`src/rtl/windowed_vector_autocorrelation_macros.svh`:
```
// ----------------------------------------------------------------------------
// Assertion macros for the windowed vector autocorrelation block
// Short forms for clocked checks on clk with asynchronous reset arst_n.
// ----------------------------------------------------------------------------
`ifndef WINDOWED_VECTOR_AUTOCORRELATION_MACROS_SVH
`define WINDOWED_VECTOR_AUTOCORRELATION_MACROS_SVH

// check that cons holds in the same cycle as ante
`define WVAC_ASSERT_SAME(label, ante, cons, msg) \
	label: assert property (@(posedge clk) disable iff (!arst_n) (ante) |-> (cons)) \
		else $error(msg);

// check that cons holds in the cycle after ante
`define WVAC_ASSERT_NEXT(label, ante, cons, msg) \
	label: assert property (@(posedge clk) disable iff (!arst_n) (ante) |=> (cons)) \
		else $error(msg);

`endif

```
`src/rtl/wvac_pkg.sv`:
```
// ----------------------------------------------------------------------------
// wvac_pkg
// Shared widths, register indexes and types of the vector autocorrelator.
// ----------------------------------------------------------------------------
`default_nettype none

package wvac_pkg;

	localparam int MAX_LAG   = 64;
	localparam int LAG_W     = $clog2(MAX_LAG);
	localparam int LEN_W     = 7;
	localparam int CNT_W     = 16;
	localparam int COORD_W   = 32;
	localparam int DIFF_W    = COORD_W + 1;
	localparam int CMP_W     = 24;
	localparam int UNIT_W    = 18;
	localparam int QUO_W     = 17;
	localparam int PROD_W    = 2 * UNIT_W;
	localparam int SUM_W     = 42;
	localparam int ACC_W     = 48;
	localparam int DIV_NUM_W = 48;
	localparam int DIV_DEN_W = 16;
	localparam int DIV_CNT_W = $clog2(DIV_NUM_W);
	localparam int IDX_W     = 2;
	localparam int DATA_W    = 16;

	localparam logic [IDX_W-1:0] REG_WINDOW_LEN   = 2'd0;
	localparam logic [IDX_W-1:0] REG_WINDOW_COUNT = 2'd1;

	localparam logic [LEN_W-1:0] WINDOW_LEN_RST   = 7'd64;
	localparam logic [CNT_W-1:0] WINDOW_COUNT_RST = 16'd1;

	typedef struct packed {
		logic signed [UNIT_W-1:0] x;
		logic signed [UNIT_W-1:0] y;
		logic signed [UNIT_W-1:0] z;
	} unit_vec_t;

	typedef struct packed {
		logic full;
		logic empty;
	} fifo_stat_t;

	typedef struct packed {
		logic                 start;
		logic [DIV_NUM_W-1:0] num;
		logic [DIV_DEN_W-1:0] den;
	} div_req_t;

	typedef struct packed {
		logic                 done;
		logic [DIV_NUM_W-1:0] quot;
	} div_rsp_t;

	// window length in use: zero acts as one, above the store depth as the depth
	function automatic logic [LEN_W-1:0] eff_len(input logic [LEN_W-1:0] len);
		logic [LEN_W-1:0] r;
		r = len;
		if (len == '0)
			r = LEN_W'(1);
		else if (len > LEN_W'(MAX_LAG))
			r = LEN_W'(MAX_LAG);
		return r;
	endfunction

endpackage

`default_nettype wire

```
`src/rtl/wvac_div.sv`:
```
// ----------------------------------------------------------------------------
// wvac_div
// Shared unsigned restoring divider, one quotient bit per cycle.
// ----------------------------------------------------------------------------
`default_nettype none

module wvac_div (
	input  wire logic               clk,
	input  wire logic               arst_n,
	input  wire wvac_pkg::div_req_t req,
	output wvac_pkg::div_rsp_t      rsp
);

	logic                               busy_q;
	logic                               done_q;
	logic [wvac_pkg::DIV_CNT_W-1:0]     cnt_q;
	logic [wvac_pkg::DIV_DEN_W-1:0]     rem_q;
	logic [wvac_pkg::DIV_DEN_W-1:0]     den_q;
	logic [wvac_pkg::DIV_NUM_W-1:0]     nq_q;

	logic [wvac_pkg::DIV_DEN_W:0]       trial;
	logic                               ge;

	assign trial = {rem_q, nq_q[wvac_pkg::DIV_NUM_W-1]};
	assign ge    = trial >= {1'b0, den_q};

	assign rsp.done = done_q;
	assign rsp.quot = nq_q;

	// control
	always_ff @(posedge clk or negedge arst_n) begin
		if (!arst_n) begin
			busy_q <= 1'b0;
			done_q <= 1'b0;
			cnt_q  <= '0;
		end else begin
			done_q <= 1'b0;
			if (req.start) begin
				busy_q <= 1'b1;
				cnt_q  <= '0;
			end else if (busy_q) begin
				cnt_q <= cnt_q + 1'b1;
				if (cnt_q == wvac_pkg::DIV_CNT_W'(wvac_pkg::DIV_NUM_W - 1)) begin
					busy_q <= 1'b0;
					done_q <= 1'b1;
				end
			end
		end
	end

	// shift numerator out and quotient in
	always_ff @(posedge clk) begin
		if (req.start) begin
			nq_q  <= req.num;
			den_q <= req.den;
			rem_q <= '0;
		end else if (busy_q) begin
			rem_q <= ge ? wvac_pkg::DIV_DEN_W'(trial - {1'b0, den_q})
				: wvac_pkg::DIV_DEN_W'(trial);
			nq_q  <= {nq_q[wvac_pkg::DIV_NUM_W-2:0], ge};
		end
	end

endmodule

`default_nettype wire

```
`config.mk`:
```
export PLATFORM = sky130hd
export DESIGN_NAME = wvac_div
export DESIGN_NICKNAME = d
export VERILOG_FILES = /design/src/rtl/windowed_vector_autocorrelation_macros.svh /design/src/rtl/wvac_pkg.sv /design/src/rtl/wvac_div.sv
export SDC_FILE = /design/constraint.sdc
export NUM_CORES = 1
export LEC_CHECK = 0
export BUFFER_PORTS_ARGS = -buffer_cell sky130_fd_sc_hd__buf_2
export CAP_MARGIN = 25
export CORE_UTILIZATION = 43
export DETAILED_ROUTE_END_ITERATION = 12
export HOLD_SLACK_MARGIN = 0.02
export PLACE_DENSITY = 0.67
export SLEW_MARGIN = 20
export SYNTH_ARGS = -nofsm -noshare
export SYNTH_HDL_FRONTEND = slang
export SYNTH_SLANG_ARGS = --single-unit
```
`constraint.sdc`:
```
create_clock -name clk -period 5.4 [get_ports clk]
set_input_delay 0.27 -clock clk [delete_from_list [all_inputs] [get_ports clk]]
set_output_delay 0.27 -clock clk [all_outputs]
set_load 0.01 [all_outputs]
```
Yosys cells after proc, flatten, opt, wreduce, memory -nomap -nowiden
Cells that the tools add are included.
{ "totals": {"register_bits": 88, "input_bits": 67, "out_inout_bits": 49, "word_cells": 22} }
{ "classes": {"n_addsub": 2, "order_cmp": 1, "n_eq_ne": 1, "mux": 11, "n_reduce_logical": 1} }
{ "ops": {"columns": ["operator", "n"], "rows": [
  ["48-bit 2-to-1 mux", 2],
  ["17-bit by 16-bit >= comparator with 1-bit output", 1],
  ["16-bit 2-to-1 mux", 1],
  ["16-bit subtractor", 1],
  ["6-bit 2-to-1 mux", 2],
  ["6-bit by 1-bit adder with 6-bit output (second input constant)", 1],
  ["6-bit == test (second input constant)", 1],
  ["1-bit 2-to-1 mux", 6],
  ["2-bit nonzero test", 1]
]} }

Depth between registers and ports, before layout
{ "depth": {"depth_word": 4, "depth_mapped": 10, "ltp_nobuf": 9} }

Worst setup path before layout
No wires, ideal clock.
{ "synth_path": {"path_type": "register to register", "startpoint": "reg den_q[6] in the netlist's numbering", "endpoint": "reg rem_q[0] in the netlist's numbering", "setup_ns": 0.079, "arrival_time_ns": 2.262, "t_required_ns": 5.321, "path_slack_ns": 3.058, "stages_incl_launch_ff": 10, "path_buffers": 1, "synth_period_minus_slack_ns": 2.342, "cell_sequence": "edfxtp_1 -> inv_1 -> ha_1 -> buf_2 -> a21oi_4 -> o21ai_2 -> a311o_1 -> o31ai_4 -> mux2_4 -> a211oi_2"} }
{ "synth_between": {"elab_chain_cells": 2} }
{ "synth_rtl": {"columns": ["item", "line", "source"], "rows": [
  ["start, declared", "wvac_div.sv:18", "logic [wvac_pkg::DIV_DEN_W-1:0] den_q;"],
  ["start signal, assigned", "wvac_div.sv:55", "den_q <= req.den;"],
  ["17-bit by 16-bit >= comparator with 1-bit output", "wvac_div.sv:25", "assign ge = trial >= {1'b0, den_q};"],
  ["16-bit 2-to-1 mux", "wvac_div.sv:58", "rem_q <= ge ? wvac_pkg::DIV_DEN_W'(trial - {1'b0, den_q})"],
  ["end signal, assigned", "wvac_div.sv:58", null],
  ["end, declared", "wvac_div.sv:17", "logic [wvac_pkg::DIV_DEN_W-1:0] rem_q;"]
]} }
Every way passes these cells.
A chain may end at the register's enable or synchronous reset.

Final worst setup path
Ends and elaborated chain as after synthesis.

==> impl_metrics.tcl <==
set metrics [dict create \
    grt_usage_pct 18.32 \
    critical_path_required_ps 5680 \
    1st_pass_router_iterations 4 \
    instances_no_fill 628 \
    peakVddDrop_v 0.0001420 \
    dp_cells 611 \
    final-max-slew-violation-count 0 \
    hold_path.class "in -> reg" \
    classification_of_the_worst_setup_path "reg -> reg" \
    grt-ovfl-total 0 \
    dieWidth_um 105.4 \
    total_wirelength_mm 9.729 \
    worst_skew_pair.late_latency_ps 360 \
    power_density_mw_per_mm2 259.8 \
    startpoint_type_of_the_worst_setup_path "flip-flop" \
    netlist_top_cells_count "sky130_fd_sc_hd__edfxtp_1 (64), sky130_fd_sc_hd__mux2_2 (47), sky130_fd_sc_hd__nand2_1 (27), sky130_fd_sc_hd__nor2_1 (27), sky130_fd_sc_hd__inv_1 (20)" \
    tritoncts.num_buffers 9 \
    number_of_flops_mapped_to_enable_cells_by_yosys 64 \
    critical_path_arrival_ps 3090 \
    first_global_vias 3496 \
    largest_net_degree_at_the_start_of_global_routing 57 \
    largest_fanout_on_the_critical_path 17 \
    ctsLongestPathBuffers 2 \
    synth_top_area_cell "sky130_fd_sc_hd__edfxtp_1" \
    fillerInstances 950 \
    synthesis.area_per_instance_sq_um 12.24 \
    core_area_sq_mm 0.01037 \
    dr.first_iter.drc_count 140 \
    hpwl_mm 6.961 \
    cts-root-buf "sky130_fd_sc_hd__clkbuf_8" \
    cts.htree.levels 3 \
    fp.dieArea_sq_mm 0.01112 \
    avgViaCountPerCell 5.304 \
    place_area_sq_mm 0.005291 \
    achievable-frequency_mhz 356.3 \
    final.period_utilization_pct 51.97 \
    final_cell_area_sq_mm 0.005465 \
    synthDistinctLibCells 60 \
    synth_fp_nets 461 \
    drt.antenna.violating_nets 0 \
    layout-drive-gt1-share_pct 40.04 \
    dr_total_vias 3331 \
    clock_sink_count 88 \
    synth_sequential_area_ratio_pct 53.09 \
    synth.ff_latch_count 88 \
    synthDominantCellAreaShare_pct 41.77 \
    post-cts-setup-buffers 0 \
    slew_headroom_pct 45.40 \
    async_set_or_reset_flop_fraction_in_the_synthesized_netlist_pct 9.091 \
    final_net_count 572 \
    core.rowCount 37 \
    synth_most_common_cell "sky130_fd_sc_hd__edfxtp_1" \
    setup-tns-final_ps 0 \
    synth.cell_area_sq_mm 0.004601 \
    clock_tree_from_tritoncts "done" \
    drc_errors 0 \
    setup_viol_count_final 0 \
    p_total_mw 1.420 \
    grt_first_pass_wirelength_mm 16.03 \
    pin_count 116 \
    die_y_um 105.4 \
    routabilityCongestion 0.8098 \
    worst-slew-pin-transition_ps 819.0 \
    n_antenna_cell 0 \
    unrepaired_setup_endpoints_after_global_routing "false" \
    synth.yosys.warnings 0 \
    outcome "completed" \
    synth_top_cells_by_area "sky130_fd_sc_hd__edfxtp_1 (42%), sky130_fd_sc_hd__mux2_2 (12%), sky130_fd_sc_hd__dfxtp_1 (7.0%)" \
    synthCells 376 \
    drv.max_cap_violation_count 0 \
    syn_to_final_growth_pct 18.79 \
    synth-main-ff-cell "sky130_fd_sc_hd__edfxtp_1" \
    final_hold_viol_count 0 \
    timing.final.crit_period_ps 2806 \
    grt_antenna_before_repair 0 \
    number_of_port_buffers 115 \
    start_util_pct 44.37 \
    routed_wire_length_per_instance_um 15.49 \
    timing.critical_path.to_type "flip-flop" \
    skew_ps 10.32 \
    power.leakage_nw 2.342 \
    clk_transition_reported_paths_ps 90 \
]
## critical path: stages (launching register included)
cell and delay, ps:
sky130_fd_sc_hd__edfxtp_1 330, sky130_fd_sc_hd__inv_1 40, sky130_fd_sc_hd__ha_1 390, sky130_fd_sc_hd__a21oi_4 210
sky130_fd_sc_hd__o21ai_2 90, sky130_fd_sc_hd__a311o_1 380, sky130_fd_sc_hd__o31ai_4 750, sky130_fd_sc_hd__mux2_4 360
sky130_fd_sc_hd__a211oi_2 190
## power by group
part,switching [mW],leakage (nW),total (mW),internal (mW)
Combinational,0.108,1.36,0.213,0.105
Clock,0.234,0.0774,0.401,0.167
Sequential,0.0245,0.902,0.806,0.782
Total,0.366,2.34,1.42,1.05
## sequential cells by signal, indices dropped and copies added (netlist names)
signal / cells
rem_q: 16
nq_q: 48
den_q: 16
busy_q: 1
cnt_q: 6
done_q: 1
## worst paths after layout
path	slack, ps	end	start	cells after the start
setup / recovery	2590	rem_q[0]$_SDFFE_PP0P_	den_q[6]$_DFFE_PP_	8
hold / removal	80	den_q[1]$_DFFE_PP_	req[1]	1
setup reg to reg	2590	rem_q[0]$_SDFFE_PP0P_	den_q[6]$_DFFE_PP_	8
hold reg to reg	530	rem_q[12]$_SDFFE_PP0P_	rem_q[11]$_SDFFE_PP0P_	2
max in group asynchronous	4960	cnt_q[4]$_DFFE_PN0P_	arst_n	2
min in group asynchronous	280	done_q$_DFF_PN0_	arst_n	2
## metrics by stage
step	hold WS, ps	setup slack (ps)	utilization [%]
after floorplan	-25.59	3058	-
after global placement	119.6	2633	50.83
after detailed placement	125.9	2602	51.03
after CTS	67.36	2580	52.70
after global routing	67.78	2372	52.70
final	81.43	2594	52.70
## layout make-up
cell class / count / area, sq um / share of cell area (%)
repair buffers: 119 / 623.1 / 11.40
flip-flops and latches: 88 / 2442 / 44.69
multi-input cells: 249 / 1991 / 36.42
clock inverters: 5 / 32.53 / 0.5952
inverters: 20 / 75.07 / 1.374
clock buffers: 11 / 131.4 / 2.404
well taps: 136 / 170.2 / 3.114
## routing by layer
| metal | up-vias | routed length, um | GRT usage [%] |
|---|---|---|---|
| met3 | 16 | 611 | 5.442 |
| met2 | 99 | 4539 | 28.90 |
| li1 | 1639 | - | - |
| met4 | 0 | 194 | 8.149 |
| met5 | - | 0 | 0 |
| met1 | 1577 | 4384 | 23.23 |
## repair_timing
item                      4_1_cts  5_1_grt
hold buffers                    1        0
hold endpoints to repair        8        0
resized for setup               0        0
## cells by family after synthesis
kind of cell             share of synthesized area, %
AND/OR/NAND/NOR                                 9.084
adder cells (fa/ha/maj)                         5.058
flip-flops                                      53.09
buffers and inverters                           3.699
XOR/XNOR                                        1.904
AO/OA/AOI/OAI                                   14.69
multiplexers                                    12.48
## placed cells by master, fill, tap and decap left out, types with 3 or more instances in the layout
master and count:
sky130_fd_sc_hd__inv_1 20, sky130_fd_sc_hd__edfxtp_1 64, sky130_fd_sc_hd__a211oi_1 3, sky130_fd_sc_hd__nor3_1 4
sky130_fd_sc_hd__buf_4 3, sky130_fd_sc_hd__a311oi_2 8, sky130_fd_sc_hd__o21ai_0 16, sky130_fd_sc_hd__buf_2 114
sky130_fd_sc_hd__a21o_1 4, sky130_fd_sc_hd__mux2_2 47, sky130_fd_sc_hd__xnor2_1 4, sky130_fd_sc_hd__a21oi_1 15
sky130_fd_sc_hd__nor2_1 27, sky130_fd_sc_hd__mux2i_1 3, sky130_fd_sc_hd__a211o_1 4, sky130_fd_sc_hd__nor2b_1 3
sky130_fd_sc_hd__nand2_1 26, sky130_fd_sc_hd__clkbuf_8 9, sky130_fd_sc_hd__xor2_1 6, sky130_fd_sc_hd__or3_1 3
sky130_fd_sc_hd__nand2b_1 4, sky130_fd_sc_hd__dfrtp_1 8, sky130_fd_sc_hd__nand4_1 3, sky130_fd_sc_hd__dfxtp_1 16
sky130_fd_sc_hd__and3_1 3, sky130_fd_sc_hd__nand3_1 6, sky130_fd_sc_hd__o21a_1 5, sky130_fd_sc_hd__ha_1 17
(Power assumes the default switching activity.)
