`src/rtl/windowed_vector_autocorrelation_macros.svh`:
```
// ----------------------------------------------------------------------------
// Assertion macros for the windowed vector autocorrelation block
// Short forms for clocked checks on clk with asynchronous reset arst_n.
// ----------------------------------------------------------------------------
`ifndef WINDOWED_VECTOR_AUTOCORRELATION_MACROS_SVH
`define WINDOWED_VECTOR_AUTOCORRELATION_MACROS_SVH

// check that cons holds in the same cycle as ante
`define WVAC_ASSERT_SAME(label, ante, cons, msg) \
	label: assert property (@(posedge clk) disable iff (!arst_n) (ante) |-> (cons)) \
		else $error(msg);

// check that cons holds in the cycle after ante
`define WVAC_ASSERT_NEXT(label, ante, cons, msg) \
	label: assert property (@(posedge clk) disable iff (!arst_n) (ante) |=> (cons)) \
		else $error(msg);

`endif

```
`src/rtl/wvac_pkg.sv`:
```
// ----------------------------------------------------------------------------
// wvac_pkg
// Shared widths, register indexes and types of the vector autocorrelator.
// ----------------------------------------------------------------------------
`default_nettype none

package wvac_pkg;

	localparam int MAX_LAG   = 64;
	localparam int LAG_W     = $clog2(MAX_LAG);
	localparam int LEN_W     = 7;
	localparam int CNT_W     = 16;
	localparam int COORD_W   = 32;
	localparam int DIFF_W    = COORD_W + 1;
	localparam int CMP_W     = 24;
	localparam int UNIT_W    = 18;
	localparam int QUO_W     = 17;
	localparam int PROD_W    = 2 * UNIT_W;
	localparam int SUM_W     = 42;
	localparam int ACC_W     = 48;
	localparam int DIV_NUM_W = 48;
	localparam int DIV_DEN_W = 16;
	localparam int DIV_CNT_W = $clog2(DIV_NUM_W);
	localparam int IDX_W     = 2;
	localparam int DATA_W    = 16;

	localparam logic [IDX_W-1:0] REG_WINDOW_LEN   = 2'd0;
	localparam logic [IDX_W-1:0] REG_WINDOW_COUNT = 2'd1;

	localparam logic [LEN_W-1:0] WINDOW_LEN_RST   = 7'd64;
	localparam logic [CNT_W-1:0] WINDOW_COUNT_RST = 16'd1;

	typedef struct packed {
		logic signed [UNIT_W-1:0] x;
		logic signed [UNIT_W-1:0] y;
		logic signed [UNIT_W-1:0] z;
	} unit_vec_t;

	typedef struct packed {
		logic full;
		logic empty;
	} fifo_stat_t;

	typedef struct packed {
		logic                 start;
		logic [DIV_NUM_W-1:0] num;
		logic [DIV_DEN_W-1:0] den;
	} div_req_t;

	typedef struct packed {
		logic                 done;
		logic [DIV_NUM_W-1:0] quot;
	} div_rsp_t;

	// window length in use: zero acts as one, above the store depth as the depth
	function automatic logic [LEN_W-1:0] eff_len(input logic [LEN_W-1:0] len);
		logic [LEN_W-1:0] r;
		r = len;
		if (len == '0)
			r = LEN_W'(1);
		else if (len > LEN_W'(MAX_LAG))
			r = LEN_W'(MAX_LAG);
		return r;
	endfunction

endpackage

`default_nettype wire

```
`src/rtl/wvac_front.sv`:
```
// ----------------------------------------------------------------------------
// wvac_front
// Takes a frame, forms the difference vector and normalizes it to a unit
// vector with one multiplier, a bit-pair square root and a restoring divider.
// ----------------------------------------------------------------------------
`default_nettype none

module wvac_front (
	input  wire logic                                clk,
	input  wire logic                                arst_n,
	input  wire logic                                start,
	output logic                                     busy,
	input  wire logic signed [wvac_pkg::COORD_W-1:0] first_x,
	input  wire logic signed [wvac_pkg::COORD_W-1:0] first_y,
	input  wire logic signed [wvac_pkg::COORD_W-1:0] first_z,
	input  wire logic signed [wvac_pkg::COORD_W-1:0] second_x,
	input  wire logic signed [wvac_pkg::COORD_W-1:0] second_y,
	input  wire logic signed [wvac_pkg::COORD_W-1:0] second_z,
	input  wire wvac_pkg::fifo_stat_t                q_stat,
	output logic                                     push,
	output wvac_pkg::unit_vec_t                      push_data
);

	typedef enum logic [6:0] {
		F_IDLE  = 7'b0000001,
		F_PREP  = 7'b0000010,
		F_SQ    = 7'b0000100,
		F_SQRT  = 7'b0001000,
		F_DLOAD = 7'b0010000,
		F_DIV   = 7'b0100000,
		F_PUSH  = 7'b1000000
	} front_state_t;

	localparam int SQ_W   = 2 * wvac_pkg::CMP_W + 2;
	localparam int ROOT_W = SQ_W + 13;
	localparam int REM_W  = 48;

	front_state_t state_q;

	logic signed [wvac_pkg::DIFF_W-1:0] d_q [3];
	logic [wvac_pkg::CMP_W-1:0]         c_q [3];
	logic signed [wvac_pkg::UNIT_W-1:0] u_q [3];
	logic [1:0]                         comp_q;
	logic [SQ_W-1:0]                    s_q;
	logic [ROOT_W-1:0]                  n_q;
	logic [ROOT_W-1:0]                  r_q;
	logic [ROOT_W-1:0]                  bit_q;
	logic [4:0]                         step_q;
	logic [REM_W-1:0]                   rem_q;
	logic [REM_W-1:0]                   dv_q;
	logic [wvac_pkg::QUO_W-1:0]         quo_q;

	logic [wvac_pkg::DIFF_W-1:0]        mag [3];
	logic [wvac_pkg::DIFF_W-1:0]        m;
	logic [3:0]                         sh;
	logic [2*wvac_pkg::CMP_W-1:0]       sq_prod;
	logic [SQ_W-1:0]                    sq_next;
	logic [ROOT_W:0]                    root_t;
	logic                               root_ge;
	logic                               div_ge;
	logic [wvac_pkg::QUO_W-1:0]         quo_next;

	// magnitudes, largest component and the shift that fits it in 24 bits
	always_comb begin
		m = '0;
		for (int i = 0; i < 3; i++) begin
			mag[i] = d_q[i][wvac_pkg::DIFF_W-1] ? wvac_pkg::DIFF_W'(-d_q[i])
				: wvac_pkg::DIFF_W'(d_q[i]);
			if (mag[i] > m)
				m = mag[i];
		end
		sh = 4'd9;
		for (int k = 8; k >= 0; k--) begin
			if ((m >> k) < wvac_pkg::DIFF_W'(1 << wvac_pkg::CMP_W))
				sh = k[3:0];
		end
	end

	assign sq_prod  = c_q[comp_q] * c_q[comp_q];
	assign sq_next  = s_q + SQ_W'(sq_prod);
	assign root_t   = {1'b0, r_q} + {1'b0, bit_q};
	assign root_ge  = {1'b0, n_q} >= root_t;
	assign div_ge   = rem_q >= dv_q;
	assign quo_next = {quo_q[wvac_pkg::QUO_W-2:0], div_ge};

	assign busy      = state_q != F_IDLE;
	assign push      = (state_q == F_PUSH) && !q_stat.full;
	assign push_data = '{x: u_q[0], y: u_q[1], z: u_q[2]};

	// sequence one frame through the shared arithmetic
	always_ff @(posedge clk or negedge arst_n) begin
		if (!arst_n) begin
			state_q <= F_IDLE;
		end else begin
			unique case (state_q)
				F_IDLE:  if (start) state_q <= F_PREP;
				F_PREP:  state_q <= (m == '0) ? F_PUSH : F_SQ;
				F_SQ:    if (comp_q == 2'd2) state_q <= F_SQRT;
				F_SQRT:  if (step_q == 5'd31) state_q <= F_DLOAD;
				F_DLOAD: state_q <= F_DIV;
				F_DIV:   if (step_q == 5'd0) state_q <= (comp_q == 2'd2) ? F_PUSH : F_DLOAD;
				F_PUSH:  if (!q_stat.full) state_q <= F_IDLE;
				default: state_q <= F_IDLE;
			endcase
		end
	end

	// datapath registers
	always_ff @(posedge clk) begin
		unique case (state_q)
			F_IDLE: begin
				d_q[0] <= wvac_pkg::DIFF_W'(second_x) - wvac_pkg::DIFF_W'(first_x);
				d_q[1] <= wvac_pkg::DIFF_W'(second_y) - wvac_pkg::DIFF_W'(first_y);
				d_q[2] <= wvac_pkg::DIFF_W'(second_z) - wvac_pkg::DIFF_W'(first_z);
			end
			F_PREP: begin
				for (int i = 0; i < 3; i++) begin
					c_q[i] <= wvac_pkg::CMP_W'(mag[i] >> sh);
					u_q[i] <= '0;
				end
				s_q    <= '0;
				comp_q <= 2'd0;
			end
			F_SQ: begin
				s_q <= sq_next;
				if (comp_q == 2'd2) begin
					n_q    <= {1'b0, sq_next, 12'b0};
					r_q    <= '0;
					bit_q  <= ROOT_W'(1) << (ROOT_W - 1);
					step_q <= 5'd0;
					comp_q <= 2'd0;
				end else begin
					comp_q <= comp_q + 2'd1;
				end
			end
			F_SQRT: begin
				if (root_ge) begin
					n_q <= n_q - root_t[ROOT_W-1:0];
					r_q <= (r_q >> 1) + bit_q;
				end else begin
					r_q <= r_q >> 1;
				end
				bit_q  <= bit_q >> 2;
				step_q <= step_q + 5'd1;
			end
			F_DLOAD: begin
				rem_q  <= REM_W'({c_q[comp_q], 22'b0}) + REM_W'(r_q[31:1]);
				dv_q   <= REM_W'({r_q[31:0], 16'b0});
				quo_q  <= '0;
				step_q <= 5'd16;
			end
			F_DIV: begin
				if (div_ge)
					rem_q <= rem_q - dv_q;
				dv_q  <= dv_q >> 1;
				quo_q <= quo_next;
				step_q <= step_q - 5'd1;
				if (step_q == 5'd0) begin
					u_q[comp_q] <= d_q[comp_q][wvac_pkg::DIFF_W-1]
						? -$signed({1'b0, quo_next}) : $signed({1'b0, quo_next});
					comp_q <= comp_q + 2'd1;
				end
			end
			F_PUSH: begin
			end
			default: begin
			end
		endcase
	end

endmodule

`default_nettype wire

```
`config.mk`:
```
export PLATFORM = sky130hd
export DESIGN_NAME = wvac_front
export DESIGN_NICKNAME = d
export VERILOG_FILES = /design/src/rtl/windowed_vector_autocorrelation_macros.svh /design/src/rtl/wvac_pkg.sv /design/src/rtl/wvac_front.sv
export SDC_FILE = /design/constraint.sdc
export NUM_CORES = 2
export LEC_CHECK = 0
export BUFFER_PORTS_ARGS = -buffer_cell sky130_fd_sc_hd__buf_2
export CORE_ASPECT_RATIO = 0.8
export CORE_MARGIN = 2
export CORE_UTILIZATION = 35
export CTS_CLUSTER_SIZE = 12
export DETAILED_ROUTE_END_ITERATION = 10
export GPL_ROUTABILITY_DRIVEN = 1
export PLACE_DENSITY_LB_ADDON = 0.25
export SYNTH_ARGS = -nofsm -noshare
export SYNTH_HDL_FRONTEND = slang
export SYNTH_SLANG_ARGS = --single-unit
```
`constraint.sdc`:
```
create_clock -name clk -period 26.1 [get_ports clk]
set_input_delay 5.22 -clock clk [delete_from_list [all_inputs] [get_ports clk]]
set_output_delay 5.22 -clock clk [all_outputs]
set_load 0.02 [all_outputs]
```
Word level (Yosys, flattened, before mapping)
Memories as Yosys holds them, arrays and structs flattened. A register that Yosys moved wholly into a read port is not among the register bits.
Cells that the tools add are included.
{"block": "op_classes", "n_mux": 54, "n_shift": 3, "reduce_logical": 16, "addsub": 16, "n_lt_le_gt_ge": 14, "multipliers": 1, "eq_ne": 17}
{"operator": "63-bit case mux with 2 select lines", "n": 3}
{"operator": "63-bit 2-to-1 mux", "n": 5}
{"operator": "33-bit 2-to-1 mux", "n": 6}
{"operator": "48-bit case mux with 2 select lines", "n": 2}
{"operator": "50-bit case mux with 2 select lines", "n": 1}
{"operator": "33-bit negator", "n": 3}
{"operator": "33-bit by 4-bit right shift with 24-bit output", "n": 3}
{"operator": "32-bit by 32-bit subtractor with 33-bit output", "n": 3}
{"operator": "33-bit > comparator", "n": 2}
{"operator": "63-bit by 63-bit adder with 64-bit output", "n": 1}
{"operator": "63-bit by 64-bit greater-or-equal comparator with 1-bit output", "n": 1}
{"operator": "62-bit by 63-bit adder with 63-bit output", "n": 1}
{"operator": "63-bit subtractor", "n": 1}
{"operator": "50-bit by 48-bit adder with 50-bit output", "n": 1}
{"operator": "7-bit 2-to-1 mux", "n": 7}
{"operator": "7-bit case mux with 7 select lines", "n": 1}
{"operator": "48-bit greater-or-equal comparator", "n": 1}
{"operator": "24-bit by 24-bit multiplier with 48-bit output", "n": 1}
{"operator": "48-bit 2-to-1 mux", "n": 1}
{"operator": "48-bit subtractor", "n": 1}
{"operator": "46-bit by 31-bit adder with 47-bit output", "n": 1}
{"operator": "18-bit 2-to-1 mux", "n": 2}
{"operator": "33-bit by 1-bit > comparator with 1-bit output (second input constant)", "n": 1}
{"operator": "33-bit logical NOT", "n": 1}
{"operator": "41 further kinds", "n": 71}
{"block": "word_totals", "inputBits": 197, "out_inout_bits": 56, "ff_bits": 365, "ram_bits": 225, "mem_count": 3, "elab_cells": 134}
{"memory": "d_q", "words": 3, "width": 33, "read_ports": 4, "rd_clocked_by_memory_dff": 1, "wr": 3, "line": "wvac_front.sv:40", "source": "logic signed [wvac_pkg::DIFF_W-1:0] d_q [3];"}
{"memory": "c_q", "words": 3, "width": 24, "read_ports": 1, "rd_clocked_by_memory_dff": 1, "wr": 3, "line": "wvac_front.sv:41", "source": "logic [wvac_pkg::CMP_W-1:0] c_q [3];"}
{"memory": "u_q", "words": 3, "width": 18, "read_ports": 3, "rd_clocked_by_memory_dff": 0, "wr": 3, "line": "wvac_front.sv:42", "source": "logic signed [wvac_pkg::UNIT_W-1:0] u_q [3];"}

Longest topological paths before layout
An unclocked memory read counts as a cell.
{"block": "logic_depth", "depth_word": 20, "ltp_mapped": 41, "mapped_depth_nobuf": 32}

Worst setup path after synthesis
Ideal clock, no wire load.
{"block": "synth_path", "path_kind": "input to output", "startpoint": "in q_stat[1] (netlist bit)", "endpoint": "out push", "stages": 1, "n_path_buf": 0, "path_slack_ns": 15.367, "arrival_time_ns": 5.513, "required_time_ns": 20.880, "cell_sequence": "nor2_1"}
{"block": "synth_between", "elab_chain_cells": 2}
{"element": "start: declaration", "line": "wvac_front.sv:19", "source": "input wire wvac_pkg::fifo_stat_t q_stat,"}
{"element": "1-bit logical NOT"}
{"element": "1-bit logical AND", "line": "wvac_front.sv:87", "source": "assign push = (state_q == F_PUSH) && !q_stat.full;"}
{"element": "end: declaration", "line": "wvac_front.sv:20", "source": "output logic push,"}
Every way passes these cells.

==> results.py <==
metrics = {
    "outcome": {
        "status": "finished, final reports clean",
    },
    "sta": {
        "tightestPinTransition_ns": 1.12,
        "whs_ns": 0.562,
        "maxSlewHeadroom_pct": 25.1,
        "fin_skew_ns": 0.0562,
        "finalSetupTns_ns": 0,
        "finalCritPeriodShare_pct": 48.0,
        "max_freq_mhz": 79.8,
        "grt_setup_unrepaired": "no",
        "min_period_ns": 12.53,
        "report.final.hold_viol_count": 0,
        "finalSetupViolations": 0,
        "slew_viol_final": 0,
        "layout_setup_ws_ns": 13.57,
    },
    "critical_path": {
        "path_class": "register to register",
        "crit_arrival_ns": 12.97,
        "slowest_delay_ns": 0.90,
        "cp_slowest_cell": "buf_4",
        "timing.critical_path.mode_cell": "buf_4",
        "path_max_fanout": 75,
        "worst_setup_path_start_kind": "register",
        "critPathRequiredTime_ns": 26.54,
        "cp-end-kind": "register",
    },
    "logic_synthesis": {
        "synth_nets": 7641,
        "synth-edff-count": 552,
        "synthArstFlopShare_pct": 1.25,
        "synth_area_um2": 60300,
        "synth_seq_cells": 561,
        "seq_area_frac_synth_pct": 27.9,
        "ys_types": 92,
        "syn_avg_cell_area_um2": 9.37,
        "synth_cells": 6435,
        "synth_flop_cell": "edfxtp_1",
        "yosysWarnings": 0,
    },
    "floorplan": {
        "row_count": 136,
        "fp.dieH_um": 375,
        "dieArea_um2": 176000,
        "die_width_um": 468,
        "coreArea_um2": 172000,
        "io_pins": 253,
        "initial_core_util_pct": 35.1,
    },
    "placement": {
        "io_buffers": 251,
        "dpl_worst_slack_ns": 13.78,
        "hpwlAfterDp_um": 131000,
        "gp_congestion": 0.927,
    },
    "detailed_routing": {
        "viasPerCell": 5.30,
        "routedWlPerCell_um": 19.0,
        "drc_errors": 0,
        "wirelength_um": 170000,
        "first_pass_iters": 6,
        "drt_iter0_markers": 3667,
        "ant_nets": 0,
        "via_count": 47472,
    },
    "run": {
        "maxCapViolCount": 0,
    },
    "global_route": {
        "grt_pass1_vias": 46686,
        "grt_pass1_wl_um": 267000,
        "antenna_found_initial": 4,
        "grt_overflow": 0,
        "grt_max_degree": 76,
        "track_usage_pct": 19.3,
    },
    "clocking": {
        "cts-hold-fix-buffers": 0,
        "cts_sinks": 561,
        "h-tree-depth": 3,
        "post-cts-setup-buffers": 0,
        "cts.reportedPaths.clkPinSlew_ns": 0.06,
        "cts.repair.resized": 0,
        "cts_tree": "done",
        "cts_inserted_buffers": 68,
        "clkLatencyLatePin_ns": 0.71,
        "cts_root_buf": "clkbuf_16",
        "cts_buffer_depth": 3,
    },
    "cells_and_area": {
        "final_cell_mix": "inv_1, nor2_1, edfxtp_1",
        "layout_commonest_cell": "inv_1",
        "drive_gt1_share_pct": 8.25,
        "syn2layout_area_growth_pct": 10.2,
        "antennaDiodeCount": 0,
        "utilization_pct": 38.7,
        "nets": 7839,
        "fillers": 17187,
    },
    "hold_path": {
        "hp-class": "register to register",
    },
}
state kept, by name, summed over array words and instances, names as in the netlist, named ones only:
| signal | count |
|---|---|
| c_q | 72 |
| s_q | 50 |
| state_q | 7 |
| d_q | 99 |
| u_q | 54 |
| rem_q | 48 |
| quo_q | 16 |
| comp_q | 2 |
| step_q | 5 |
| dv_q | 48 |
| r_q | 63 |
| n_q | 63 |
| bit_q | 32 |
cells in the mapped netlist, drive strengths merged, types with 10 or more instances:
cell,n,share of area [%]
a211o,11,0.16
a211oi,71,0.89
a21boi,14,0.17
a21o,122,1.5
a21oi,331,2.7
a221oi,26,0.40
a311oi,10,0.15
a31o,15,0.22
a31oi,70,0.73
a41oi,10,0.15
and2,86,0.89
and3,38,0.39
buf,49,0.48
clkbuf,157,0.98
clkinv,12,0.075
edfxtp,552,27
fa,479,16
ha,530,11
inv,818,5.1
mux2,46,0.86
mux2i,170,2.8
nand2,482,3.0
nand2b,44,0.46
nand3,108,0.90
nand3b,12,0.15
nand4,59,0.61
nor2,637,4.0
nor2b,58,0.60
nor3,93,0.77
nor4,29,0.30
o211ai,35,0.44
o21a,61,0.76
o21ai,364,3.0
o21bai,53,0.66
o22ai,31,0.32
o31ai,57,0.71
o41ai,34,0.52
or2,28,0.29
or3,36,0.37
or4,24,0.31
xnor2,250,3.6
xor2,200,2.9
critical path: cells and delay by family (launching register included):
kind	cells	cell delay (ns)
AOI/OAI and AO/OA	13	3.99
DFF	1	0.47
and+or+nand+nor	10	3.51
muxes	2	0.57
xor gates and xnor gates	1	0.79
buffers and inverters	5	2.19
adders and majority gates	2	0.64
cells by family after synthesis:
family	Yosys count	synth area share, %
and+or+nand+nor	1760	13.4
AOI/OAI and AO/OA	1401	14.9
xor gates and xnor gates	450	6.54
adders and majority gates	1009	26.9
buffers and inverters	1036	6.63
muxes	218	3.76
DFF	561	27.9
per-stage QoR:
step                area, µm²  instances
floorplan               60300       6435
global placement        64300       8840
detailed placement      64300       8840
CTS                     66400       8958
global route            66400       8958
finish                  66400       8958
worst paths after layout:
path | from | end | slack, ns | cells past startpoint
min in group asynchronous | arst_n | state_q[1] | 4.35 | 1
hold / removal | dv_q[7] | dv_q[6] | 0.56 | 2
max in group asynchronous | arst_n | state_q[0] | 21.51 | 1
setup / recovery | d_q[0][2] | c_q[1][11] | 13.57 | 33
hold reg to reg | dv_q[7] | dv_q[6] | 0.56 | 2
setup reg to reg | d_q[0][2] | c_q[1][11] | 13.57 | 33
routing by layer:
| metal | routed length, µm | vias up | global-route usage, % |
|---|---|---|---|
| met5 | 0 | - | 0 |
| met4 | 4790 | 0 | 5.53 |
| met3 | 10700 | 230 | 3.02 |
| met2 | 76700 | 1340 | 30.4 |
| met1 | 77800 | 23133 | 27.2 |
| li1 | - | 22769 | - |
cell type report:
class / count / area (µm²) / area share, %
timing repair buffer: 334 / 1880 / 2.83
sequential: 561 / 16800 / 25.3
inverter: 830 / 3120 / 4.70
tap: 2277 / 2850 / 4.29
clock buffer: 83 / 1760 / 2.65
multi-input combinational: 4838 / 39600 / 59.6
clock inverter: 35 / 399 / 0.601
Power is left out: the tool's default activity adds up to more than one toggle a clock period on the data nets, which glitch-free logic cannot reach.
