`config.mk`:
```
export PLATFORM = sky130hd
export DESIGN_NAME = wvac_fifo
export DESIGN_NICKNAME = d
export VERILOG_FILES = /design/src/rtl/windowed_vector_autocorrelation_macros.svh /design/src/rtl/wvac_pkg.sv /design/src/rtl/wvac_fifo.sv
export SDC_FILE = /design/constraint.sdc
export NUM_CORES = 1
export LEC_CHECK = 0
export BUFFER_PORTS_ARGS = -buffer_cell sky130_fd_sc_hd__buf_4
export CORE_MARGIN = 4
export CORE_UTILIZATION = 43
export DETAILED_ROUTE_END_ITERATION = 8
export PLACE_DENSITY = 0.67
export SYNTH_ARGS = -nofsm -noshare
export SYNTH_HDL_FRONTEND = slang
export SYNTH_SLANG_ARGS = --single-unit
```
`constraint.sdc`:
```
create_clock -name clk -period 4.26 [get_ports clk]
set_clock_uncertainty 0.1 [all_clocks]
set_input_delay 0.639 -clock clk [delete_from_list [all_inputs] [get_ports clk]]
set_output_delay 0.639 -clock clk [all_outputs]
set_load 0.02 [all_outputs]
```
`src/rtl/windowed_vector_autocorrelation_macros.svh`:
```
// ----------------------------------------------------------------------------
// Assertion macros for the windowed vector autocorrelation block
// Short forms for clocked checks on clk with asynchronous reset arst_n.
// ----------------------------------------------------------------------------
`ifndef WINDOWED_VECTOR_AUTOCORRELATION_MACROS_SVH
`define WINDOWED_VECTOR_AUTOCORRELATION_MACROS_SVH

// check that cons holds in the same cycle as ante
`define WVAC_ASSERT_SAME(label, ante, cons, msg) \
	label: assert property (@(posedge clk) disable iff (!arst_n) (ante) |-> (cons)) \
		else $error(msg);

// check that cons holds in the cycle after ante
`define WVAC_ASSERT_NEXT(label, ante, cons, msg) \
	label: assert property (@(posedge clk) disable iff (!arst_n) (ante) |=> (cons)) \
		else $error(msg);

`endif

```
`src/rtl/wvac_pkg.sv`:
```
// ----------------------------------------------------------------------------
// wvac_pkg
// Shared widths, register indexes and types of the vector autocorrelator.
// ----------------------------------------------------------------------------
`default_nettype none

package wvac_pkg;

	localparam int MAX_LAG   = 64;
	localparam int LAG_W     = $clog2(MAX_LAG);
	localparam int LEN_W     = 7;
	localparam int CNT_W     = 16;
	localparam int COORD_W   = 32;
	localparam int DIFF_W    = COORD_W + 1;
	localparam int CMP_W     = 24;
	localparam int UNIT_W    = 18;
	localparam int QUO_W     = 17;
	localparam int PROD_W    = 2 * UNIT_W;
	localparam int SUM_W     = 42;
	localparam int ACC_W     = 48;
	localparam int DIV_NUM_W = 48;
	localparam int DIV_DEN_W = 16;
	localparam int DIV_CNT_W = $clog2(DIV_NUM_W);
	localparam int IDX_W     = 2;
	localparam int DATA_W    = 16;

	localparam logic [IDX_W-1:0] REG_WINDOW_LEN   = 2'd0;
	localparam logic [IDX_W-1:0] REG_WINDOW_COUNT = 2'd1;

	localparam logic [LEN_W-1:0] WINDOW_LEN_RST   = 7'd64;
	localparam logic [CNT_W-1:0] WINDOW_COUNT_RST = 16'd1;

	typedef struct packed {
		logic signed [UNIT_W-1:0] x;
		logic signed [UNIT_W-1:0] y;
		logic signed [UNIT_W-1:0] z;
	} unit_vec_t;

	typedef struct packed {
		logic full;
		logic empty;
	} fifo_stat_t;

	typedef struct packed {
		logic                 start;
		logic [DIV_NUM_W-1:0] num;
		logic [DIV_DEN_W-1:0] den;
	} div_req_t;

	typedef struct packed {
		logic                 done;
		logic [DIV_NUM_W-1:0] quot;
	} div_rsp_t;

	// window length in use: zero acts as one, above the store depth as the depth
	function automatic logic [LEN_W-1:0] eff_len(input logic [LEN_W-1:0] len);
		logic [LEN_W-1:0] r;
		r = len;
		if (len == '0)
			r = LEN_W'(1);
		else if (len > LEN_W'(MAX_LAG))
			r = LEN_W'(MAX_LAG);
		return r;
	endfunction

endpackage

`default_nettype wire

```
`src/rtl/wvac_fifo.sv`:
```
// ----------------------------------------------------------------------------
// wvac_fifo
// Two-entry queue of unit vectors between the normalizer and the correlator.
// ----------------------------------------------------------------------------
`default_nettype none

module wvac_fifo (
	input  wire logic                clk,
	input  wire logic                arst_n,
	input  wire logic                push,
	input  wire wvac_pkg::unit_vec_t push_data,
	input  wire logic                pop,
	output wvac_pkg::unit_vec_t      pop_data,
	output wvac_pkg::fifo_stat_t     stat
);

	wvac_pkg::unit_vec_t entry_q [2];
	logic                wr_ptr_q;
	logic                rd_ptr_q;
	logic [1:0]          count_q;

	assign pop_data   = entry_q[rd_ptr_q];
	assign stat.full  = count_q == 2'd2;
	assign stat.empty = count_q == 2'd0;

	// advance pointers and count
	always_ff @(posedge clk or negedge arst_n) begin
		if (!arst_n) begin
			wr_ptr_q <= 1'b0;
			rd_ptr_q <= 1'b0;
			count_q  <= 2'd0;
		end else begin
			if (push)
				wr_ptr_q <= !wr_ptr_q;
			if (pop)
				rd_ptr_q <= !rd_ptr_q;
			count_q <= count_q + {1'b0, push} - {1'b0, pop};
		end
	end

	// hold entries
	always_ff @(posedge clk) begin
		if (push)
			entry_q[wr_ptr_q] <= push_data;
	end

endmodule

`default_nettype wire

```
# Yosys cells after proc, flatten, opt, wreduce, memory -nomap -nowiden
# Memory sizes are Yosys's and may differ from the RTL's.
# Index checks and enable logic that the tools add are counted.
# classes
shift,0
reduce_logical,3
muxes,2
multipliers,0
magnitude_cmp,0
n_eq_ne,1
addsub,2
div,0
bitwise_logic,0
# ops
operator,count
$add A2 B1 Y2,1
$eq A2 B2 Y1 const B,1
$logic_not A1 Y1,2
$logic_not A2 Y1,1
$mux W1,2
$sub A2 B1 Y2,1
# word_totals
mem_bits_ro,0
ramBits,108
regBits,4
word_cells,12
memories,1
in_bits,58
latch_bits,0
output_inout_bits,56
# memory_table
memory,words,word_bits,rd,rd_clocked_by_memory_dff,wr,line,source
entry_q,2,54,1,0,1,wvac_fifo.sv:17,wvac_pkg::unit_vec_t entry_q [2];

# Depth between registers and ports, before layout
# Gate-level depths: netlist of run 1.
# depth
word_depth,2
mapped_depth,5
ltp_nobuf,5

# Worst setup path before layout of run 1
# No wires, ideal clock.
# synth_timing
path_type,input to register
startpoint,input push
endpoint,memory entry_q[0][0] in the netlist's numbering (enable)
t_required_ns,3.688
setup_time_ns,0.472
slack_ns,0.661
path_buffers,0
path_stages,1
arrival_time_ns,3.026
path_cell_list,nor2b_1
# synth_via
elab_chain_len,2
# synth_rtl
item,line,source
from (decl),wvac_fifo.sv:10,"input wire logic push,"
$mux W1,wvac_fifo.sv:43,if (push)
$mux W1 (implied by the code),wvac_fifo.sv:44,entry_q[wr_ptr_q] <= push_data;
to (decl),wvac_fifo.sv:17,
# Every way passes these cells.

==> results of run 1 <==
## how the worst max path moves through the flow
stage / end / slack (ns) / cells past startpoint
after floorplan: entry_q[0][0] / 0.66 / 1
after global placement: pop_data[3] / 1.82 / 2
after detailed placement: pop_data[3] / 1.80 / 2
after CTS: pop_data[3] / 1.37 / 2
after global routing: pop_data[3] / 1.31 / 2
final: pop_data[3] / 1.41 / 2
## routing by layer
layer  vias to the layer above  track usage [%]  part of all wire, %  wire length [um]
met5                         -                0                    0                 0
met4                         0             6.22                  1.8               123
met3                         8             3.70                  7.1               485
met2                        68             19.9                   51              3440
met1                       975             14.4                   40              2740
li1                        951                -                    -                 -
## where the power goes
part           total, W  switching [W]  internal, W
clock network  0.000597       0.000329     0.000268
logic           0.00129       0.000575     0.000712
registers       0.00166       0.000197      0.00146
total           0.00354        0.00110      0.00244
## cell families (layout without fill, tap and decap cells)
kind of cell             count (synthesis)  count (layout)
XOR/XNOR                                 3               3
adder cells (fa/ha/maj)                  2               2
buffers and inverters                    8             134
flip-flops                             112             112
multiplexers                            54              54
AND/OR/NAND/NOR                          4               4
## area by class of cell
class	count	area, um2
Clock buffer	10	128
Clock inverter	6	60.1
Fill cell	776	4350
Inverter	2	7.51
Multi-Input combinational cell	63	890
Sequential cell	112	3350
Tap cell	133	166
Timing Repair Buffer	116	873
## worst max-delay path, delay by kind of cell, from the launching register on
| family | cells | cell delay [ns] |
|---|---|---|
| buf+inv | 1 | 0.16 |
| mux | 1 | 0.43 |
| flops | 1 | 1.09 |
## cells in the final DEF, fill, tap and decap left out, types with 2 or more instances in the layout
master and n:
clkinvlp_4 3, buf_4 115, clkbuf_8 9, inv_1 2
xor2_1 2, ha_1 2, clkinv_1 2, edfxtp_1 108
mux2_2 5, mux2_4 49, dfrtp_1 3
## metrics by stage
stage | util (%) | total power [W] | instances | setup WS (ns)
2_1_floorplan | - | 0.00260 | 183 | 0.661
3_3_place_gp | 53.7 | 0.00299 | 425 | 1.82
3_5_place_dp | 53.7 | 0.00301 | 425 | 1.80
4_1_cts | 55.7 | 0.00361 | 442 | 1.37
5_1_grt | 55.7 | 0.00373 | 442 | 1.31
6_report | 55.7 | 0.00354 | 442 | 1.41
## flip-flops by register name (all words and copies together), names as in the netlist
signal,cells
wr_ptr_q,1
entry_q,108
count_q,2
rd_ptr_q,1
==> impl_metrics.toml, run 1 <==
[layout]
area_growth_pct = 26.0
final_cell_area_um2 = 5470
diodes = 0
finalNetCount = 364
final_layout_size_suffix_gt1_share_pct = 59.9

[synthesis]
synth_compound_area_share_pct = 0
synth.most_common_cell = "edfxtp_1"
syn_area_um2 = 4340
synth-simple-area-share_pct = 0.519
synthTopCellsByArea = "edfxtp_1 (75%), mux2_4 (17%), buf_12 (2.3%)"
ys_ff_latch = 112
yosysSeqAreaShare_pct = 77.0
synthFlopType = "edfxtp_1"
synthMuxAreaShare_pct = 18.2
ys_async_sr_fraction_pct = 3.57
synth_top_area_share_pct = 74.7
syn-instance-count = 183
yosys_warnings = 0
synthAdderAreaFrac_pct = 0.576
synthXorXnorAreaFrac_pct = 0.951
synthTopCellsByCount = "edfxtp_1 (108), mux2_4 (49), buf_12 (5), mux2_2 (5), dfrtp_1 (4)"
synth_nets = 243
synth.distinct_cells = 13
synth_edf_count = 108
synth_top_cell_by_area = "edfxtp_1"
synth_top_family_by_area = "multiplexers"
avgSynthCellArea_um2 = 23.7

[global_route]
grt_start_max_net_pins = 56
antenna_found_initial = 0
grt_usage_pct = 12.1
grt_pass1_vias = 2136
overflow = 0
grt_pass1_wl_um = 10600

[route]
via_per_inst = 4.53
vias = 2002
detail-route-antenna-nets = 0
dr.pass1.iters = 4
drtIter0Drc = 58
post_drt_wl_per_cell_um = 15.4
drc = 0
drt_wl_total_um = 6790

[critical_path]
r2r_slack_ns = 2.30
rr_startpoint = "wr_ptr_q"
cp-start-kind = "flip-flop"
cp_cell_sequence = "mux2_2 -> buf_4"
critical_path_class = "flip-flop to primary output"
crit_start = "rd_ptr_q"
crit_required_ns = 3.52
cp_slowest_cell = "dfrtp_4"
cp_max_fo = 55
endpoint_kind = "primary output"
critical_path.max_stage_delay_ns = 1.09
rr_endpoint = "entry_q[0][10]"
cp.arrival_ns = 2.11
reg2regPathDepth = 2

[floorplan]
pin_count = 114
die_h_um = 108
core-area_um2 = 9820
die_w_um = 108
row_count = 36
die_area_um2 = 11800
start_util_pct = 44.2

[timing]
hold_ws_ns = 0.351
setup_viol = 0
slew_viol_final = 0
slew_headroom_pct = 31.4
rsz0062_at_grt = "no"
tns_ns = 0
max_freq_mhz = 351
layout_min_cycle_time_ns = 2.85
hold_viol = 0
fin_crit_sh_pct = 66.8
worstMarginPinSlew_ns = 1.03

[clocking]
cts_setup_buffers = 0
htreeDepth = 3
cts_inserted_buffers = 9
clk_latency_ns = 0.35
cts_resized = 0
cts_tree = "done"
postCtsHoldBufs = 1
cts_sinks = 112
clk_pin_slew_ns = 0.09
clockBufferDepth = 2
cts_root_buffer = "clkbuf_8"

[place]
io_buffers = 113
place_congestion = 0.674
dp_hpwl_um = 4420
place_area_um2 = 5270

[hold_path]
worst_hold_startpoint = "pop"
worstHoldEndpoint = "rd_ptr_q"
min_path_type = "input port to flip-flop"
min_delay_path_depth = 2

[status]
outcome = "finished clean"

[power_and_ir_drop]
p_leak_nw = 2.19
vdd_ir_drop_max_uv = 369
powerDensity_nw_per_um2 = 648

[flow_run]
maxCapViolCount = 0
Note: power is estimated with default switching activity, not from simulation.
==> run 2: changes to the inputs <==
- PLACE_DENSITY: 0.67 -> 0.7
- clock period: 4.26 -> 2.3 ns (I/O delays scaled with it)
==> run 2 against run 1 <==
Non-clock buffer count is 5 higher. Power is 86% higher. Sequential power is 74% higher. Sequential share of layout area is 0.64 points lower. Cell count is 0.90% higher. Register-to-register slack worse by 1.5 ns. Setup slack worse by 1.2 ns. Largest power group unchanged.
==> impl_metrics.toml, run 2 (synthesis results as in run 1) <==
[layout]
largestRegisters = "entry_q x108, count_q x2"
finalNetCount = 369
final_common_cell = "buf_4"
final_layout_size_suffix_gt1_share_pct = 60.7
area_growth_pct = 27.3
final_cell_mix = "buf_4 (116), edfxtp_1 (108), mux2_4 (49)"
top_register = "entry_q"
largest_reg_flops = 108
diodes = 0

[critical_path]
critical_path_class = "flip-flop to primary output"
crit_required_ns = 1.86
rr_startpoint = "wr_ptr_q"
rr_endpoint = "entry_q[1][52]"
cp_max_fo = 17
r2r_slack_ns = 0.79
cp_cell_sequence = "buf_12 -> mux2_4 -> buf_4"
cp_slowest_cell = "dfrtp_4"
critical_path.max_stage_delay_ns = 0.61
cp.arrival_ns = 1.68
cp-start-kind = "flip-flop"
endpoint_kind = "primary output"
reg2regPathDepth = 2

[timing]
fin_crit_sh_pct = 92.3
tns_ns = 0
max_freq_mhz = 471
rsz0062_at_grt = "no"
slew_headroom_pct = 63.6
hold_viol = 0
slew_viol_final = 0
layout_min_cycle_time_ns = 2.12
layout_setup_ws_ns = 0.178
worstMarginPinSlew_ns = 0.546
setup_viol = 0

[power_and_ir_drop]
p_leak_nw = 2.22
powerDensity_nw_per_um2 = 1190
vdd_ir_drop_max_uv = 641

[clocking]
htreeDepth = 3
cts_sinks = 112
cts_inserted_buffers = 9
cts_root_buffer = "clkbuf_8"
cts_tree = "done"
clockBufferDepth = 2
clk_pin_slew_ns = 0.10
clk_latency_ns = 0.34

[place]
place_congestion = 0.707
dp_hpwl_um = 4820
io_buffers = 113
dp_slack_ns = 0.345

[flow_run]
maxCapViolCount = 0

[global_route]
grt_start_max_net_pins = 41
grt_pass1_vias = 2210
antenna_found_initial = 0
overflow = 0
grt_pass1_wl_um = 10800
grt_usage_pct = 12.3

[floorplan]
pin_count = 114
row_count = 36
die_w_um = 108
core-area_um2 = 9820
die_h_um = 108
die_area_um2 = 11800
start_util_pct = 44.2

[hold_path]
min_path_type = "input port to flip-flop"
worstHoldEndpoint = "entry_q[1][7]"
min_delay_path_depth = 1
worst_hold_startpoint = "push_data[7]"

[status]
outcome = "finished clean"

[route]
drt_wl_total_um = 7180
drtIter0Drc = 80
dr.pass1.iters = 4
post_drt_wl_per_cell_um = 16.1
detail-route-antenna-nets = 0
vias = 2034
via_per_inst = 4.56
drc = 0
run 2: changes by cell type in the layout (fill, tap and decap cells not counted):
cell / before / now
clkbuf_1: 1 / 2
inv_6: 0 / 1
clkinv_1: 2 / 0
buf_8: 0 / 1
bufinv_16: 1 / 0
buf_4: 115 / 116
buf_12: 0 / 3
run 2: power by group:
group	internal [W]	switching (W)	leakage, nW
sequential	0.00271	0.000176	1.06
combinational	0.00140	0.00130	1.08
clock	0.000393	0.000602	0.0720
run 2: critical path: cells and delay by family, from the launching register on:
family                 cells  cell delay (ns)
flip-flops                 1             0.61
buffers and inverters      2             0.39
multiplexers               1             0.31
run 2: layer usage:
| layer | global-route usage [%] | wire length, um | vias to the layer above |
|---|---|---|---|
| li1 | - | - | 962 |
| met1 | 14.1 | 2850 | 985 |
| met2 | 21.3 | 3640 | 74 |
| met3 | 3.88 | 541 | 13 |
| met4 | 5.23 | 155 | 0 |
| met5 | 0 | 0 | - |
run 2: area by class of cell:
cell class	count	area [um2]
inverters	2	7.51
multi-input cells	63	890
fillers	774	4290
repair buffers	121	956
well taps	133	166
clock inverters	4	31.3
clock buffers	11	131
flip-flops and latches	112	3350
run 2: worst max-delay path by stage:
stage               startpoint       endpoint
finish                rd_ptr_q   pop_data[46]
global route          rd_ptr_q    pop_data[7]
CTS                   rd_ptr_q    pop_data[7]
detailed placement    rd_ptr_q   pop_data[27]
global placement      rd_ptr_q    pop_data[3]
floorplan             wr_ptr_q  entry_q[1][0]
run 2: stage by stage:
step                      power [W]  hold WS (ns)  utilization, %  std cells  cell area, um2
final                       0.00658        0.0693            56.3        446            5530
after global routing        0.00691        0.0425            56.3        446            5530
after CTS                   0.00670        0.0427            56.3        446            5530
after detailed placement    0.00566        0.0441            54.4        429            5340
after global placement      0.00562        0.0440            54.4        429            5340
after floorplan             0.00481       -0.0506               -        183            4350
run 2: timing repair:
action,in CTS,in global routing
buffers inserted,1,0
setup endpoints to repair,31,0
hold endpoints to repair,4,0
resized for setup,0,0
hold buffers,1,0
==> run 3: changes to the inputs <==
- GPL_TIMING_DRIVEN: not set -> 0
==> run 3 against run 2 <==
Core utilization up 0.79 points. Sequential power shrank 3%. Critical path type unchanged. Flip-flop and latch count unchanged.
==> impl_metrics.toml, run 3 (synthesis results as in run 1) <==
[clocking]
cts_inserted_buffers = 9
cts_resized = 0
htreeDepth = 3
cts_root_buffer = "clkbuf_8"
clk_latency_ns = 0.35
postCtsHoldBufs = 1
cts_setup_buffers = 0
clockBufferDepth = 2
clk_pin_slew_ns = 0.09
cts_tree = "done"
cts_sinks = 112

[flow_run]
maxCapViolCount = 0

[global_route]
use_met2_pct = 20.7
overflow = 0
grt_util_met1_pct = 14.6
grt_usage_pct = 12.3
grt_pass1_wl_um = 10800
use_met3_pct = 3.04
top_usage_layer = "met2"
grt_start_max_net_pins = 33
grt_pass1_vias = 2191
antenna_found_initial = 0

[route]
vias = 2070
dr.pass1.iters = 4
detail-route-antenna-nets = 0
drtIter0Drc = 72
post_drt_wl_per_cell_um = 15.6
drc = 0
via_per_inst = 4.61
drt_wl_total_um = 7020

[floorplan]
pin_count = 114
start_util_pct = 44.2
die_w_um = 108
die_area_um2 = 11800
core-area_um2 = 9820
die_h_um = 108
row_count = 36

[critical_path]
critical_path_class = "flip-flop to primary output"
cp-start-kind = "flip-flop"
cp_cell_sequence = "buf_6 -> buf_12 -> mux2_4 -> buf_4"
critical_path.max_stage_delay_ns = 0.35
endpoint_kind = "primary output"
cp.arrival_ns = 1.54
cp_slowest_cell = "dfrtp_1"
crit_required_ns = 1.86
cp_max_fo = 10

[layout]
fin_cells = 449
final_cell_mix = "buf_4 (113), edfxtp_1 (108), mux2_4 (49)"
diodes = 0
final_cell_area_um2 = 5610
num-fill-cells = 775
largestRegisters = "entry_q x108, count_q x2"
top_register = "entry_q"
largest_reg_flops = 108
final_layout_size_suffix_gt1_share_pct = 59.8
finalNetCount = 371
final_common_cell = "buf_4"
area_growth_pct = 29.1

[place]
place_congestion = 0.662
dp_hpwl_um = 4800
io_buffers = 113
placed_cells = 432
place_area_um2 = 5440

[timing]
hold_viol = 0
max_freq_mhz = 504
fin_crit_sh_pct = 86.3
worstMarginPinSlew_ns = 0.594
slew_headroom_pct = 60.4
rsz0062_at_grt = "no"
slew_viol_final = 0
setup_viol = 0
layout_min_cycle_time_ns = 1.98

[status]
outcome = "finished clean"

[power_and_ir_drop]
p_leak_nw = 2.26
powerDensity_nw_per_um2 = 1190
vdd_ir_drop_max_uv = 578

[hold_path]
min_path_type = "input port to flip-flop"
## run 3: layer usage
layer  share of wire (%)  wire [um]
met3                 6.1        428
met5                   0          0
met2                  52       3620
met1                  41       2850
met4                 1.7        116
## run 3: final timing paths
| path | depth (start not counted) | end | slack [ns] | startpoint |
|---|---|---|---|---|
| max in group asynchronous | 2 | wr_ptr_q | 1.78 | arst_n |
| max | 4 | pop_data[4] | 0.32 | rd_ptr_q |
| min reg2reg | 1 | wr_ptr_q | 0.44 | wr_ptr_q |
| min | 1 | entry_q[1][39] | 0.07 | push_data[39] |
| max reg2reg | 2 | entry_q[1][41] | 0.61 | wr_ptr_q |
| min in group asynchronous | 2 | count_q[0] | 0.22 | arst_n |
## run 3: area by class of cell
cell class	count	area [um2]	area share, %
plain buffers	6	111	1.99
clock buffers	11	131	2.34
clock inverters	5	23.8	0.424
inverters	2	7.51	0.134
multi-input cells	63	890	15.9
flip-flops and latches	112	3340	59.6
well taps	133	166	2.97
repair buffers	117	933	16.6
## run 3: critical path: cells and delay by family, from the launching register on
family | cells | cell delay, ns
buffers and inverters | 3 | 0.53
DFF | 1 | 0.35
muxes | 1 | 0.31
## run 3: where the power goes
part	internal, W	switching [W]
sequential	0.00271	0.000106
combinational	0.00153	0.00138
clock	0.000383	0.000595
## run 3: metrics by stage
stage / hold WS, ns / utilization, % / total power [W] / setup TNS, ns / setup slack, ns
3_3_place_gp: 0.0431 / 54.6 / 0.00574 / -37.44 / -0.697
2_1_floorplan: -0.0506 / - / 0.00481 / 0 / 0.0727
4_1_cts: 0.0384 / 57.1 / 0.00682 / 0 / 0.252
3_5_place_dp: 0.0476 / 55.4 / 0.00583 / 0 / 0.552
6_report: 0.0695 / 57.1 / 0.00670 / 0 / 0.315
5_1_grt: 0.0358 / 57.1 / 0.00703 / 0 / 0.228
